`config.mk`:
```
export PLATFORM = sky130hd
export DESIGN_NAME = deferred_video_write_queue_unit
export DESIGN_NICKNAME = d
export VERILOG_FILES = /design/src/rtl/dvwq_pkg.sv /design/src/rtl/dvwq_ram.sv /design/src/rtl/dvwq_fifo.sv /design/src/rtl/dvwq_front.sv /design/src/rtl/dvwq_back.sv /design/src/rtl/deferred_video_write_queue_unit.sv
export SDC_FILE = /design/constraint.sdc
export NUM_CORES = 2
export LEC_CHECK = 0
export ABC_AREA = 1
export ABC_CLOCK_PERIOD_IN_PS = 6200
export BUFFER_PORTS_ARGS = -buffer_cell sky130_fd_sc_hd__buf_2
export CORE_MARGIN = 3
export CORE_UTILIZATION = 45
export DETAILED_ROUTE_END_ITERATION = 16
export GPL_ROUTABILITY_DRIVEN = 1
export SYNTH_ARGS = -nofsm -noshare
export SYNTH_HDL_FRONTEND = slang
export SYNTH_SLANG_ARGS = --single-unit
```
`constraint.sdc`:
```
create_clock -name clk -period 6.2 [get_ports clk]
set_clock_uncertainty 0.1 [all_clocks]
set_input_delay 0.62 -clock clk [delete_from_list [all_inputs] [get_ports clk]]
set_output_delay 0.62 -clock clk [all_outputs]
set_load 0.02 [all_outputs]
```
`src/rtl/dvwq_pkg.sv`:
```
package dvwq_pkg;

  // input actions
  localparam logic ACT_ENQUEUE = 1'b0;
  localparam logic ACT_FLUSH   = 1'b1;

  // command kinds on the input
  localparam logic [2:0] KIND_POS    = 3'd0;
  localparam logic [2:0] KIND_SHRINK = 3'd1;
  localparam logic [2:0] KIND_HIDE   = 3'd2;
  localparam logic [2:0] KIND_RAW    = 3'd3;
  localparam logic [2:0] KIND_PAL    = 3'd4;

  // command kinds as kept in the sprite command store
  localparam logic [1:0] ENT_POS    = 2'd0;
  localparam logic [1:0] ENT_SHRINK = 2'd1;
  localparam logic [1:0] ENT_HIDE   = 2'd2;
  localparam logic [1:0] ENT_RAW    = 2'd3;

  // result kinds
  localparam logic [1:0] OUT_ACK   = 2'd0;
  localparam logic [1:0] OUT_WRITE = 2'd1;
  localparam logic [1:0] OUT_COPY  = 2'd2;

  // configuration register indexes
  localparam logic [1:0] CFG_SHRINK_BASE   = 2'd0;
  localparam logic [1:0] CFG_HEIGHT_Y_BASE = 2'd1;
  localparam logic [1:0] CFG_X_BASE        = 2'd2;
  localparam logic [1:0] CFG_PALETTE_BASE  = 2'd3;

  // configuration reset values
  localparam logic [15:0] RST_SHRINK_BASE   = 16'h8000;
  localparam logic [15:0] RST_HEIGHT_Y_BASE = 16'h8200;
  localparam logic [15:0] RST_X_BASE        = 16'h8400;
  localparam logic [31:0] RST_PALETTE_BASE  = 32'h0040_0000;

  // palette entry size is 32 bytes
  localparam int PAL_SHIFT = 5;

  typedef struct packed {
    logic        action;
    logic [2:0]  cmd_kind;
    logic [15:0] sprite_slot;
    logic [15:0] word_a;
    logic [15:0] word_b;
    logic [7:0]  palette_index;
    logic [31:0] source_addr;
  } request_t;

  typedef struct packed {
    logic [1:0]  out_kind;
    logic [15:0] write_addr;
    logic [15:0] write_data;
    logic [31:0] copy_dest;
    logic [31:0] copy_src;
    logic        accepted;
    logic [4:0]  cmd_free;
    logic [3:0]  pal_free;
    logic        last;
  } result_t;

  typedef struct packed {
    logic [1:0]  kind;
    logic [15:0] slot;
    logic [15:0] word_a;
    logic [15:0] word_b;
  } cmd_entry_t;

  typedef struct packed {
    logic [7:0]  index;
    logic [31:0] src;
  } pal_entry_t;

  // job handed from the front to the back
  typedef struct packed {
    logic       flush;
    logic       accepted;
    logic [4:0] cmd_free;
    logic [3:0] pal_free;
  } job_t;

  typedef struct packed {
    logic [15:0] shrink_base;
    logic [15:0] height_y_base;
    logic [15:0] x_base;
    logic [31:0] palette_base;
  } cfg_t;

  typedef enum logic [2:0] {
    BK_IDLE,
    BK_CMD_RD,
    BK_CMD_WR,
    BK_CMD_WR2,
    BK_PAL_RD,
    BK_PAL_WR,
    BK_ACK
  } back_state_t;

endpackage

```
`src/rtl/dvwq_ram.sv`:
```
module dvwq_ram #(
  parameter int WIDTH = 8,
  parameter int DEPTH = 16,
  parameter int AW    = (DEPTH > 1) ? $clog2(DEPTH) : 1
) (
  input  logic             clk,
  input  logic             we,
  input  logic [AW-1:0]    waddr,
  input  logic [WIDTH-1:0] wdata,
  input  logic             re,
  input  logic [AW-1:0]    raddr,
  output logic [WIDTH-1:0] rdata
);

  logic [WIDTH-1:0] mem [DEPTH];

  // one write port, one registered read port
  always_ff @(posedge clk) begin
    if (we) begin
      mem[waddr] <= wdata;
    end
    if (re) begin
      rdata <= mem[raddr];
    end
  end

endmodule

```
`src/rtl/dvwq_fifo.sv`:
```
module dvwq_fifo #(
  parameter int WIDTH = 8,
  parameter int DEPTH = 2
) (
  input  logic             clk,
  input  logic             rst,
  input  logic             push,
  input  logic [WIDTH-1:0] wdata,
  output logic             full,
  input  logic             pop,
  output logic [WIDTH-1:0] rdata,
  output logic             empty
);

  localparam int AW = (DEPTH > 1) ? $clog2(DEPTH) : 1;
  localparam int CW = $clog2(DEPTH + 1);
  localparam logic [AW-1:0] LAST_PTR = AW'(DEPTH - 1);
  localparam logic [CW-1:0] FULL_CNT = CW'(DEPTH);

  logic [WIDTH-1:0] slots [DEPTH];
  logic [AW-1:0]    wptr;
  logic [AW-1:0]    rptr;
  logic [CW-1:0]    count;
  logic             do_push;
  logic             do_pop;

  assign full    = (count == FULL_CNT);
  assign empty   = (count == '0);
  assign do_push = push && !full;
  assign do_pop  = pop && !empty;
  assign rdata   = slots[rptr];

  // pointers and fill count
  always_ff @(posedge clk) begin
    if (rst) begin
      wptr  <= '0;
      rptr  <= '0;
      count <= '0;
    end else begin
      if (do_push) begin
        wptr <= (wptr == LAST_PTR) ? '0 : AW'(wptr + 1'b1);
      end
      if (do_pop) begin
        rptr <= (rptr == LAST_PTR) ? '0 : AW'(rptr + 1'b1);
      end
      if (do_push && !do_pop) begin
        count <= CW'(count + 1'b1);
      end else if (do_pop && !do_push) begin
        count <= CW'(count - 1'b1);
      end
    end
  end

  // storage
  always_ff @(posedge clk) begin
    if (do_push) begin
      slots[wptr] <= wdata;
    end
  end

endmodule

```
`src/rtl/dvwq_front.sv`:
```
module dvwq_front #(
  parameter int CMD_DEPTH = 16,
  parameter int PAL_DEPTH = 8,
  parameter int CMD_AW    = (CMD_DEPTH > 1) ? $clog2(CMD_DEPTH) : 1,
  parameter int PAL_AW    = (PAL_DEPTH > 1) ? $clog2(PAL_DEPTH) : 1,
  parameter int CMD_CW    = $clog2(CMD_DEPTH + 1),
  parameter int PAL_CW    = $clog2(PAL_DEPTH + 1)
) (
  input  logic                clk,
  input  logic                rst,
  input  logic                push,
  input  dvwq_pkg::request_t  request,
  output logic                full,
  output logic                job_push,
  output dvwq_pkg::job_t      job,
  input  logic                job_full,
  input  logic                flush_done,
  output logic                cmd_we,
  output logic [CMD_AW-1:0]   cmd_waddr,
  output dvwq_pkg::cmd_entry_t cmd_wdata,
  output logic                pal_we,
  output logic [PAL_AW-1:0]   pal_waddr,
  output dvwq_pkg::pal_entry_t pal_wdata,
  output logic [CMD_CW-1:0]   cmd_count,
  output logic [PAL_CW-1:0]   pal_count
);

  import dvwq_pkg::*;

  localparam logic [CMD_CW-1:0] CMD_FULL = CMD_CW'(CMD_DEPTH);
  localparam logic [PAL_CW-1:0] PAL_FULL = PAL_CW'(PAL_DEPTH);

  logic              busy;
  logic              take;
  logic              is_cmd;
  logic              is_pal;
  logic [CMD_CW-1:0] cmd_count_next;
  logic [PAL_CW-1:0] pal_count_next;
  logic [CMD_CW-1:0] cmd_free_cnt;
  logic [PAL_CW-1:0] pal_free_cnt;

  // hold off new items while a flush drains the stores or the job queue is full
  assign full = busy || job_full;
  assign take = push && !full;

  // classify the item
  assign is_cmd = (request.action == ACT_ENQUEUE) && (request.cmd_kind <= KIND_RAW);
  assign is_pal = (request.action == ACT_ENQUEUE) && (request.cmd_kind == KIND_PAL);
  assign cmd_we = take && is_cmd && (cmd_count != CMD_FULL);
  assign pal_we = take && is_pal && (pal_count != PAL_FULL) && (request.source_addr != '0);

  // store writes at the current fill position
  assign cmd_waddr = cmd_count[CMD_AW-1:0];
  assign pal_waddr = pal_count[PAL_AW-1:0];
  assign cmd_wdata = '{kind:   request.cmd_kind[1:0],
                       slot:   request.sprite_slot,
                       word_a: request.word_a,
                       word_b: request.word_b};
  assign pal_wdata = '{index: request.palette_index, src: request.source_addr};

  // fill counts after this item, cleared when a flush is done
  always_comb begin
    cmd_count_next = cmd_count;
    pal_count_next = pal_count;
    if (flush_done) begin
      cmd_count_next = '0;
      pal_count_next = '0;
    end else begin
      if (cmd_we) begin
        cmd_count_next = CMD_CW'(cmd_count + 1'b1);
      end
      if (pal_we) begin
        pal_count_next = PAL_CW'(pal_count + 1'b1);
      end
    end
  end

  assign cmd_free_cnt = CMD_FULL - cmd_count_next;
  assign pal_free_cnt = PAL_FULL - pal_count_next;

  // job for the back part
  always_comb begin
    job_push = take;
    if (request.action == ACT_FLUSH) begin
      job = '{flush: 1'b1, accepted: 1'b0,
              cmd_free: 5'(CMD_DEPTH), pal_free: 4'(PAL_DEPTH)};
    end else begin
      job = '{flush: 1'b0, accepted: cmd_we || pal_we,
              cmd_free: 5'(cmd_free_cnt), pal_free: 4'(pal_free_cnt)};
    end
  end

  // counts and flush hold
  always_ff @(posedge clk) begin
    if (rst) begin
      cmd_count <= '0;
      pal_count <= '0;
      busy      <= 1'b0;
    end else begin
      cmd_count <= cmd_count_next;
      pal_count <= pal_count_next;
      if (flush_done) begin
        busy <= 1'b0;
      end else if (take && request.action == ACT_FLUSH) begin
        busy <= 1'b1;
      end
    end
  end

endmodule

```
`src/rtl/dvwq_back.sv`:
```
module dvwq_back #(
  parameter int CMD_DEPTH = 16,
  parameter int PAL_DEPTH = 8,
  parameter int CMD_AW    = (CMD_DEPTH > 1) ? $clog2(CMD_DEPTH) : 1,
  parameter int PAL_AW    = (PAL_DEPTH > 1) ? $clog2(PAL_DEPTH) : 1,
  parameter int CMD_CW    = $clog2(CMD_DEPTH + 1),
  parameter int PAL_CW    = $clog2(PAL_DEPTH + 1)
) (
  input  logic                 clk,
  input  logic                 rst,
  input  dvwq_pkg::cfg_t       cfg,
  input  logic                 job_empty,
  input  dvwq_pkg::job_t       job,
  output logic                 job_pop,
  input  logic [CMD_CW-1:0]    cmd_count,
  input  logic [PAL_CW-1:0]    pal_count,
  output logic                 cmd_re,
  output logic [CMD_AW-1:0]    cmd_raddr,
  input  dvwq_pkg::cmd_entry_t cmd_rdata,
  output logic                 pal_re,
  output logic [PAL_AW-1:0]    pal_raddr,
  input  dvwq_pkg::pal_entry_t pal_rdata,
  output logic                 out_push,
  output dvwq_pkg::result_t    out_data,
  input  logic                 out_full,
  output logic                 flush_done
);

  import dvwq_pkg::*;

  back_state_t       state;
  back_state_t       state_next;
  logic [CMD_CW-1:0] cidx;
  logic [PAL_CW-1:0] pidx;
  job_t              flush_job;
  logic              cmd_last;
  logic              pal_last;
  logic              cmd_adv;
  logic              pal_adv;

  assign cmd_raddr = cidx[CMD_AW-1:0];
  assign pal_raddr = pidx[PAL_AW-1:0];
  assign cmd_last  = (CMD_CW'(cidx + 1'b1) == cmd_count);
  assign pal_last  = (PAL_CW'(pidx + 1'b1) == pal_count);

  // an entry is finished when its final write or copy goes out
  assign cmd_adv = !out_full &&
                   ((state == BK_CMD_WR && cmd_rdata.kind != ENT_POS) ||
                    state == BK_CMD_WR2);
  assign pal_adv = !out_full && (state == BK_PAL_WR);

  // next state
  always_comb begin
    state_next = state;
    unique case (state)
      BK_IDLE: begin
        if (!job_empty && job.flush) begin
          if (cmd_count != '0) begin
            state_next = BK_CMD_RD;
          end else if (pal_count != '0) begin
            state_next = BK_PAL_RD;
          end else begin
            state_next = BK_ACK;
          end
        end
      end
      BK_CMD_RD: state_next = BK_CMD_WR;
      BK_CMD_WR, BK_CMD_WR2: begin
        if (!out_full) begin
          if (state == BK_CMD_WR && cmd_rdata.kind == ENT_POS) begin
            state_next = BK_CMD_WR2;
          end else if (!cmd_last) begin
            state_next = BK_CMD_RD;
          end else if (pal_count != '0) begin
            state_next = BK_PAL_RD;
          end else begin
            state_next = BK_ACK;
          end
        end
      end
      BK_PAL_RD: state_next = BK_PAL_WR;
      BK_PAL_WR: begin
        if (!out_full) begin
          state_next = pal_last ? BK_ACK : BK_PAL_RD;
        end
      end
      BK_ACK: begin
        if (!out_full) begin
          state_next = BK_IDLE;
        end
      end
      default: state_next = BK_IDLE;
    endcase
  end

  // outputs per state
  always_comb begin
    job_pop    = 1'b0;
    cmd_re     = 1'b0;
    pal_re     = 1'b0;
    out_push   = 1'b0;
    out_data   = '0;
    flush_done = 1'b0;
    unique case (state)
      BK_IDLE: begin
        if (!job_empty) begin
          if (job.flush) begin
            job_pop = 1'b1;
          end else if (!out_full) begin
            job_pop           = 1'b1;
            out_push          = 1'b1;
            out_data.out_kind = OUT_ACK;
            out_data.accepted = job.accepted;
            out_data.cmd_free = job.cmd_free;
            out_data.pal_free = job.pal_free;
            out_data.last     = 1'b1;
          end
        end
      end
      BK_CMD_RD: cmd_re = 1'b1;
      BK_CMD_WR: begin
        out_push          = !out_full;
        out_data.out_kind = OUT_WRITE;
        unique case (cmd_rdata.kind)
          ENT_POS: begin
            out_data.write_addr = cfg.height_y_base + cmd_rdata.slot;
            out_data.write_data = cmd_rdata.word_a;
          end
          ENT_SHRINK: begin
            out_data.write_addr = cfg.shrink_base + cmd_rdata.slot;
            out_data.write_data = cmd_rdata.word_a;
          end
          ENT_HIDE: begin
            out_data.write_addr = cfg.height_y_base + cmd_rdata.slot;
            out_data.write_data = '0;
          end
          ENT_RAW: begin
            out_data.write_addr = cmd_rdata.word_a;
            out_data.write_data = cmd_rdata.word_b;
          end
          default: begin
            out_data.write_addr = cmd_rdata.word_a;
            out_data.write_data = cmd_rdata.word_b;
          end
        endcase
      end
      BK_CMD_WR2: begin
        out_push            = !out_full;
        out_data.out_kind   = OUT_WRITE;
        out_data.write_addr = cfg.x_base + cmd_rdata.slot;
        out_data.write_data = cmd_rdata.word_b;
      end
      BK_PAL_RD: pal_re = 1'b1;
      BK_PAL_WR: begin
        out_push           = !out_full;
        out_data.out_kind  = OUT_COPY;
        out_data.copy_dest = cfg.palette_base + {19'd0, pal_rdata.index, 5'd0};
        out_data.copy_src  = pal_rdata.src;
      end
      BK_ACK: begin
        out_push          = !out_full;
        flush_done        = !out_full;
        out_data.out_kind = OUT_ACK;
        out_data.accepted = flush_job.accepted;
        out_data.cmd_free = flush_job.cmd_free;
        out_data.pal_free = flush_job.pal_free;
        out_data.last     = 1'b1;
      end
      default: ;
    endcase
  end

  // state and entry indexes
  always_ff @(posedge clk) begin
    if (rst) begin
      state <= BK_IDLE;
      cidx  <= '0;
      pidx  <= '0;
    end else begin
      state <= state_next;
      if (state == BK_IDLE) begin
        cidx <= '0;
        pidx <= '0;
      end else begin
        if (cmd_adv && !cmd_last) begin
          cidx <= CMD_CW'(cidx + 1'b1);
        end
        if (pal_adv && !pal_last) begin
          pidx <= PAL_CW'(pidx + 1'b1);
        end
      end
    end
  end

  // flush job kept for its closing acknowledgement
  always_ff @(posedge clk) begin
    if (state == BK_IDLE && !job_empty && job.flush) begin
      flush_job <= job;
    end
  end

endmodule

```
`src/rtl/deferred_video_write_queue_unit.sv`:
```
// Deferred video write queue.
// Items enter on request/push while full is low; results leave on result
// while empty is low and are taken with pop. Configuration registers are
// written on cfg_index/cfg_data when cfg_valid is high (cfg_ready is always
// high); write them only while the block is idle.
// An enqueue gives one acknowledgement, passed through the job queue and the
// result queue; the next item may follow in the cycle after its transfer.
// A flush is taken from the job queue, then walks the sprite command store
// and then the palette store, one store read per entry: a read and a write
// state per shrink, hide or raw write entry, plus a second write state for
// a position entry; a read and a copy state per palette copy; then the
// closing acknowledgement. full stays high from the flush transfer until that acknowledgement is queued.
// A short job queue parts the front (accept, classify, store) from the back
// (result sequencer); a two-entry result queue parts the back from the
// receiver. When the receiver stalls, the result queue fills, the back
// waits, and the job queue then raises full.
// Reset empties both command stores, both queues and restores the
// configuration registers to their defaults.
module deferred_video_write_queue_unit #(
  parameter int CMD_DEPTH = 16,
  parameter int PAL_DEPTH = 8
) (
  input  logic               clk,
  input  logic               rst,
  input  logic               push,
  input  dvwq_pkg::request_t request,
  output logic               full,
  output logic               empty,
  input  logic               pop,
  output dvwq_pkg::result_t  result,
  input  logic               cfg_valid,
  output logic               cfg_ready,
  input  logic [1:0]         cfg_index,
  input  logic [31:0]        cfg_data
);

  import dvwq_pkg::*;

  localparam int CMD_AW = (CMD_DEPTH > 1) ? $clog2(CMD_DEPTH) : 1;
  localparam int PAL_AW = (PAL_DEPTH > 1) ? $clog2(PAL_DEPTH) : 1;
  localparam int CMD_CW = $clog2(CMD_DEPTH + 1);
  localparam int PAL_CW = $clog2(PAL_DEPTH + 1);
  localparam int JOB_W  = $bits(job_t);
  localparam int RES_W  = $bits(result_t);

  cfg_t              cfg;
  job_t              job_in;
  job_t              job_out;
  logic [JOB_W-1:0]  job_rdata;
  logic              job_push;
  logic              job_pop;
  logic              job_full;
  logic              job_empty;
  logic              flush_done;
  logic              cmd_we;
  logic [CMD_AW-1:0] cmd_waddr;
  cmd_entry_t        cmd_wdata;
  logic              cmd_re;
  logic [CMD_AW-1:0] cmd_raddr;
  logic [$bits(cmd_entry_t)-1:0] cmd_rdata;
  logic              pal_we;
  logic [PAL_AW-1:0] pal_waddr;
  pal_entry_t        pal_wdata;
  logic              pal_re;
  logic [PAL_AW-1:0] pal_raddr;
  logic [$bits(pal_entry_t)-1:0] pal_rdata;
  logic [CMD_CW-1:0] cmd_count;
  logic [PAL_CW-1:0] pal_count;
  logic              out_push;
  result_t           out_data;
  logic              out_full;
  logic [RES_W-1:0]  res_rdata;

  // configuration registers
  assign cfg_ready = 1'b1;

  always_ff @(posedge clk) begin
    if (rst) begin
      cfg.shrink_base   <= RST_SHRINK_BASE;
      cfg.height_y_base <= RST_HEIGHT_Y_BASE;
      cfg.x_base        <= RST_X_BASE;
      cfg.palette_base  <= RST_PALETTE_BASE;
    end else if (cfg_valid && cfg_ready) begin
      unique case (cfg_index)
        CFG_SHRINK_BASE:   cfg.shrink_base   <= cfg_data[15:0];
        CFG_HEIGHT_Y_BASE: cfg.height_y_base <= cfg_data[15:0];
        CFG_X_BASE:        cfg.x_base        <= cfg_data[15:0];
        CFG_PALETTE_BASE:  cfg.palette_base  <= cfg_data;
        default: ;
      endcase
    end
  end

  // front: accept and classify
  dvwq_front #(
    .CMD_DEPTH (CMD_DEPTH),
    .PAL_DEPTH (PAL_DEPTH)
  ) u_front (
    .clk        (clk),
    .rst        (rst),
    .push       (push),
    .request    (request),
    .full       (full),
    .job_push   (job_push),
    .job        (job_in),
    .job_full   (job_full),
    .flush_done (flush_done),
    .cmd_we     (cmd_we),
    .cmd_waddr  (cmd_waddr),
    .cmd_wdata  (cmd_wdata),
    .pal_we     (pal_we),
    .pal_waddr  (pal_waddr),
    .pal_wdata  (pal_wdata),
    .cmd_count  (cmd_count),
    .pal_count  (pal_count)
  );

  // sprite command and palette stores
  dvwq_ram #(
    .WIDTH ($bits(cmd_entry_t)),
    .DEPTH (CMD_DEPTH)
  ) u_cmd_ram (
    .clk   (clk),
    .we    (cmd_we),
    .waddr (cmd_waddr),
    .wdata (cmd_wdata),
    .re    (cmd_re),
    .raddr (cmd_raddr),
    .rdata (cmd_rdata)
  );

  dvwq_ram #(
    .WIDTH ($bits(pal_entry_t)),
    .DEPTH (PAL_DEPTH)
  ) u_pal_ram (
    .clk   (clk),
    .we    (pal_we),
    .waddr (pal_waddr),
    .wdata (pal_wdata),
    .re    (pal_re),
    .raddr (pal_raddr),
    .rdata (pal_rdata)
  );

  // job queue between front and back
  dvwq_fifo #(
    .WIDTH (JOB_W),
    .DEPTH (2)
  ) u_job_q (
    .clk   (clk),
    .rst   (rst),
    .push  (job_push),
    .wdata (job_in),
    .full  (job_full),
    .pop   (job_pop),
    .rdata (job_rdata),
    .empty (job_empty)
  );

  assign job_out = job_t'(job_rdata);

  // back: result sequencer
  dvwq_back #(
    .CMD_DEPTH (CMD_DEPTH),
    .PAL_DEPTH (PAL_DEPTH)
  ) u_back (
    .clk        (clk),
    .rst        (rst),
    .cfg        (cfg),
    .job_empty  (job_empty),
    .job        (job_out),
    .job_pop    (job_pop),
    .cmd_count  (cmd_count),
    .pal_count  (pal_count),
    .cmd_re     (cmd_re),
    .cmd_raddr  (cmd_raddr),
    .cmd_rdata  (cmd_entry_t'(cmd_rdata)),
    .pal_re     (pal_re),
    .pal_raddr  (pal_raddr),
    .pal_rdata  (pal_entry_t'(pal_rdata)),
    .out_push   (out_push),
    .out_data   (out_data),
    .out_full   (out_full),
    .flush_done (flush_done)
  );

  // result queue toward the receiver
  dvwq_fifo #(
    .WIDTH (RES_W),
    .DEPTH (2)
  ) u_res_q (
    .clk   (clk),
    .rst   (rst),
    .push  (out_push),
    .wdata (out_data),
    .full  (out_full),
    .pop   (pop),
    .rdata (res_rdata),
    .empty (empty)
  );

  assign result = result_t'(res_rdata);

endmodule

```
==> results.py <==
metrics = {
    "job": {
        "max-cap-violations": 0,
    },
    "power_and_ir_drop": {
        "power.static_leakage_nw": 25.0,
        "power_density_nw_per_um2": 367,
        "internal-power_mw": 19.4,
        "switching_share_pct": 28.0,
        "combinational_share_of_power_pct": 16.1,
        "total_net_switching_power_mw": 7.57,
        "power.sequential.fraction_pct": 48.0,
        "pwr-share-clk_pct": 35.9,
        "ir_worst_vdd_mv": 0.249,
    },
    "clock_tree": {
        "cts_tree": "built",
        "post-cts-setup-buffer-count": 0,
        "cts-buffers-inserted": 163,
        "clkSinkCount": 1572,
        "root_buffer_cell": "clkbuf_16",
        "cts-htree-levels": 4,
        "clk_latency_ps": 810,
        "holdBufCountCts": 56,
        "cts_resized": 0,
        "ctsLongestPathBuffers": 3,
        "clkTransAtPathRegs_ps": 60,
    },
    "worst_setup_path": {
        "timing.critical_path.arrival_ps": 4280,
        "crit-reg2reg-launch": "u_front.cmd_count[0]",
        "worst_setup_path_endpoint": "u_cmd_ram.mem[5][38]",
        "critPathRequiredTime_ps": 6560,
        "worstSetupStartpoint": "u_front.cmd_count[0]",
        "register_to_register_path_depth": 8,
        "critPathMaxFanout": 33,
        "critPathLaunchType": "flop",
        "worst-r2r-setup-slack_ps": 2280,
        "rr_endpoint": "u_cmd_ram.mem[5][38]",
        "nature_of_the_critical_path_endpoint": "flop",
        "setup.worst_path.class": "flop to flop",
    },
    "yosys": {
        "yosys_most_used_dff": "edfxtp_1",
        "seq_area_frac_synth_pct": 71.6,
        "synthMostInstantiatedCell": "edfxtp_1",
        "syn_avg_cell_area_sq_um": 13.1,
        "synth.cells.most_frequent": "edfxtp_1 (1460), nor2_1 (807), o21ai_0 (493)",
        "syn_nets": 5119,
        "ys_async_sr_fraction_pct": 0,
        "synth_top_cell_by_area": "edfxtp_1",
        "yosys_register_bits": 1572,
        "syn-instance-count": 4919,
        "area_share_of_the_largest_cell_type_after_synthesis_pct": 68.1,
        "dominant_cells_by_area_after_synthesis": "edfxtp_1 (68%), nor2_1 (4.7%), o21ai_0 (3.8%)",
        "post_synth_cell_types": 57,
        "synth_edf_count": 1460,
        "mappedNetlistArea_sq_um": 64400,
        "synth-warning-count": 0,
    },
    "placed_design": {
        "dpl-instance-area_sq_um": 67500,
        "finalWeightedCongestion": 0.887,
        "hpwlAfterDp_um": 98800,
        "place.detailed.instances": 6851,
        "buffer_ports.inserted": 241,
    },
    "routing": {
        "route.detailed.wl_per_inst_um": 22.6,
        "route.final.wire_length_um": 163000,
        "drt_iter0_markers": 4063,
        "antenna_violating_nets_left": 0,
        "detailedRoute.firstPassIterationCount": 6,
        "drc": 0,
        "via_per_inst": 5.58,
        "dr_total_vias": 40300,
    },
    "floorplanning": {
        "die_x_um": 384,
        "fp-row-count": 138,
        "design.portCount": 243,
        "initial_core_util_pct": 45.4,
        "fp.dieArea_sq_um": 148000,
        "core-area_sq_um": 142000,
        "chipHeight_um": 384,
    },
    "run_status": {
        "status": "completed",
    },
    "sta": {
        "finalCritPeriodShare_pct": 63.2,
        "timing.final.hold_violations": 0,
        "count_of_endpoints_failing_setup_in_the_final_report": 0,
        "drv_slew": 0,
        "period_needed_ps": 3920,
        "maxClockFrequency_mhz": 255,
        "timing_worst_slew_pin_value_ps": 1340,
        "rsz0062_at_grt": "false",
        "final_setup_tns_ps": 0,
        "timing.slew.headroom_pct": 10.2,
        "fin_hold_ws_ps": 57.2,
    },
    "finish": {
        "areaGrowthSynthToFinish_pct": 14.1,
        "drive_gt1_share_pct": 14.1,
        "final_design_area_no_fill_sq_um": 73400,
        "num-nets-final": 5382,
        "final-instance-count-excl-fill": 7212,
    },
    "global_routing": {
        "grt_pass1_wl_um": 243000,
        "gr-usage-all-layers_pct": 21.7,
        "antenna_found_initial": 12,
        "globalRouteOverflowTotal": 0,
        "first_global_vias": 38300,
        "grt_start_max_net_pins": 177,
    },
    "min_path": {
        "min-delay-path-class": "primary input to flop",
        "min-delay-start": "push",
    },
}
flip-flops by register name (all words and copies together), names as in the netlist, 3 cells and up, named ones only:
name,flops
u_front.cmd_count,5
u_back.state,3
u_back.pidx,4
u_cmd_ram.mem,800
u_res_q.slots,218
u_back.cidx,5
u_cmd_ram.rdata,50
u_pal_ram.rdata,40
u_pal_ram.mem,320
u_back.flush_job,10
u_job_q.slots,22
cfg,80
u_front.pal_count,4
cell type report:
class | count | area [sq um]
fill | 11900 | 68300
inverter | 222 | 848
timing repair buffer | 361 | 2270
antenna | 5 | 12.5
sequential | 1572 | 46100
clock buffer | 194 | 4250
clock inverter | 106 | 1150
tap | 1890 | 2360
multi-input combinational | 2862 | 16400
critical path: stages, from the launching register on:
cell	delay (ps)
dfxtp_1	430
inv_1	120
ha_1	250
nand3_1	90
nand2_1	70
nor2_2	500
nand2_1	400
nor2_4	1100
buf_4	460
cells in the final DEF (no fill, tap or decap), drive strengths merged, types with 65 or more instances in the layout:
cell type  instances
o21ai            508
dfxtp            112
mux2i            178
buf              305
ha                65
clkinv            89
mux2             109
nor2             819
edfxtp          1460
nand3            198
o22ai             65
clkbuf           194
nand2            426
a21oi            121
inv              219
o221ai           179
cells by family (layout without fill, tap and decap cells):
family | count (synthesis) | after routing | share of synthesized area (%)
other | 1 | 6 | 0.00583
muxes | 287 | 287 | 4.68
and+or+nand+nor | 1507 | 1507 | 9.62
adders and majority gates | 69 | 69 | 1.39
buffers and inverters | 485 | 883 | 3.16
AOI/OAI and AO/OA | 977 | 977 | 9.26
DFF | 1572 | 1572 | 71.6
xor gates and xnor gates | 21 | 21 | 0.286
power groups by stage:
stage | combinational (mW) | sequential, mW | clock (mW)
finish | 4.34 | 12.9 | 9.69
global route | 4.73 | 13.0 | 10.3
CTS | 4.37 | 13.0 | 9.89
detailed placement | 4.32 | 13.2 | 0
global placement | 4.30 | 13.1 | 0
floorplan | 2.87 | 13.0 | 0
worst min path at each step:
stage	endpoint	depth (start not counted)
detailed placement	cfg[4]	2
CTS	u_job_q.wptr	3
floorplan	cfg[0]	2
global route	cfg[6]	3
global placement	cfg[4]	2
finish	u_job_q.wptr	3
metal layers:
layer	track usage, %	up-vias	part of all wire, %
li1	-	18700	-
met1	32.2	20000	45
met2	33.5	1363	46
met3	3.50	223	6.6
met4	5.50	12	2.1
met5	0	-	0.044
stage by stage:
step / utilization, % / total power, mW / worst slack [ps]
2_1_floorplan: - / 15.9 / 1080
3_5_place_dp: 47.6 / 17.5 / 2210
6_report: 51.8 / 27.0 / 2280
5_1_grt: 51.8 / 28.1 / 2010
3_3_place_gp: 47.6 / 17.4 / 2280
4_1_cts: 51.8 / 27.2 / 2240
(Power assumes the default switching activity.)
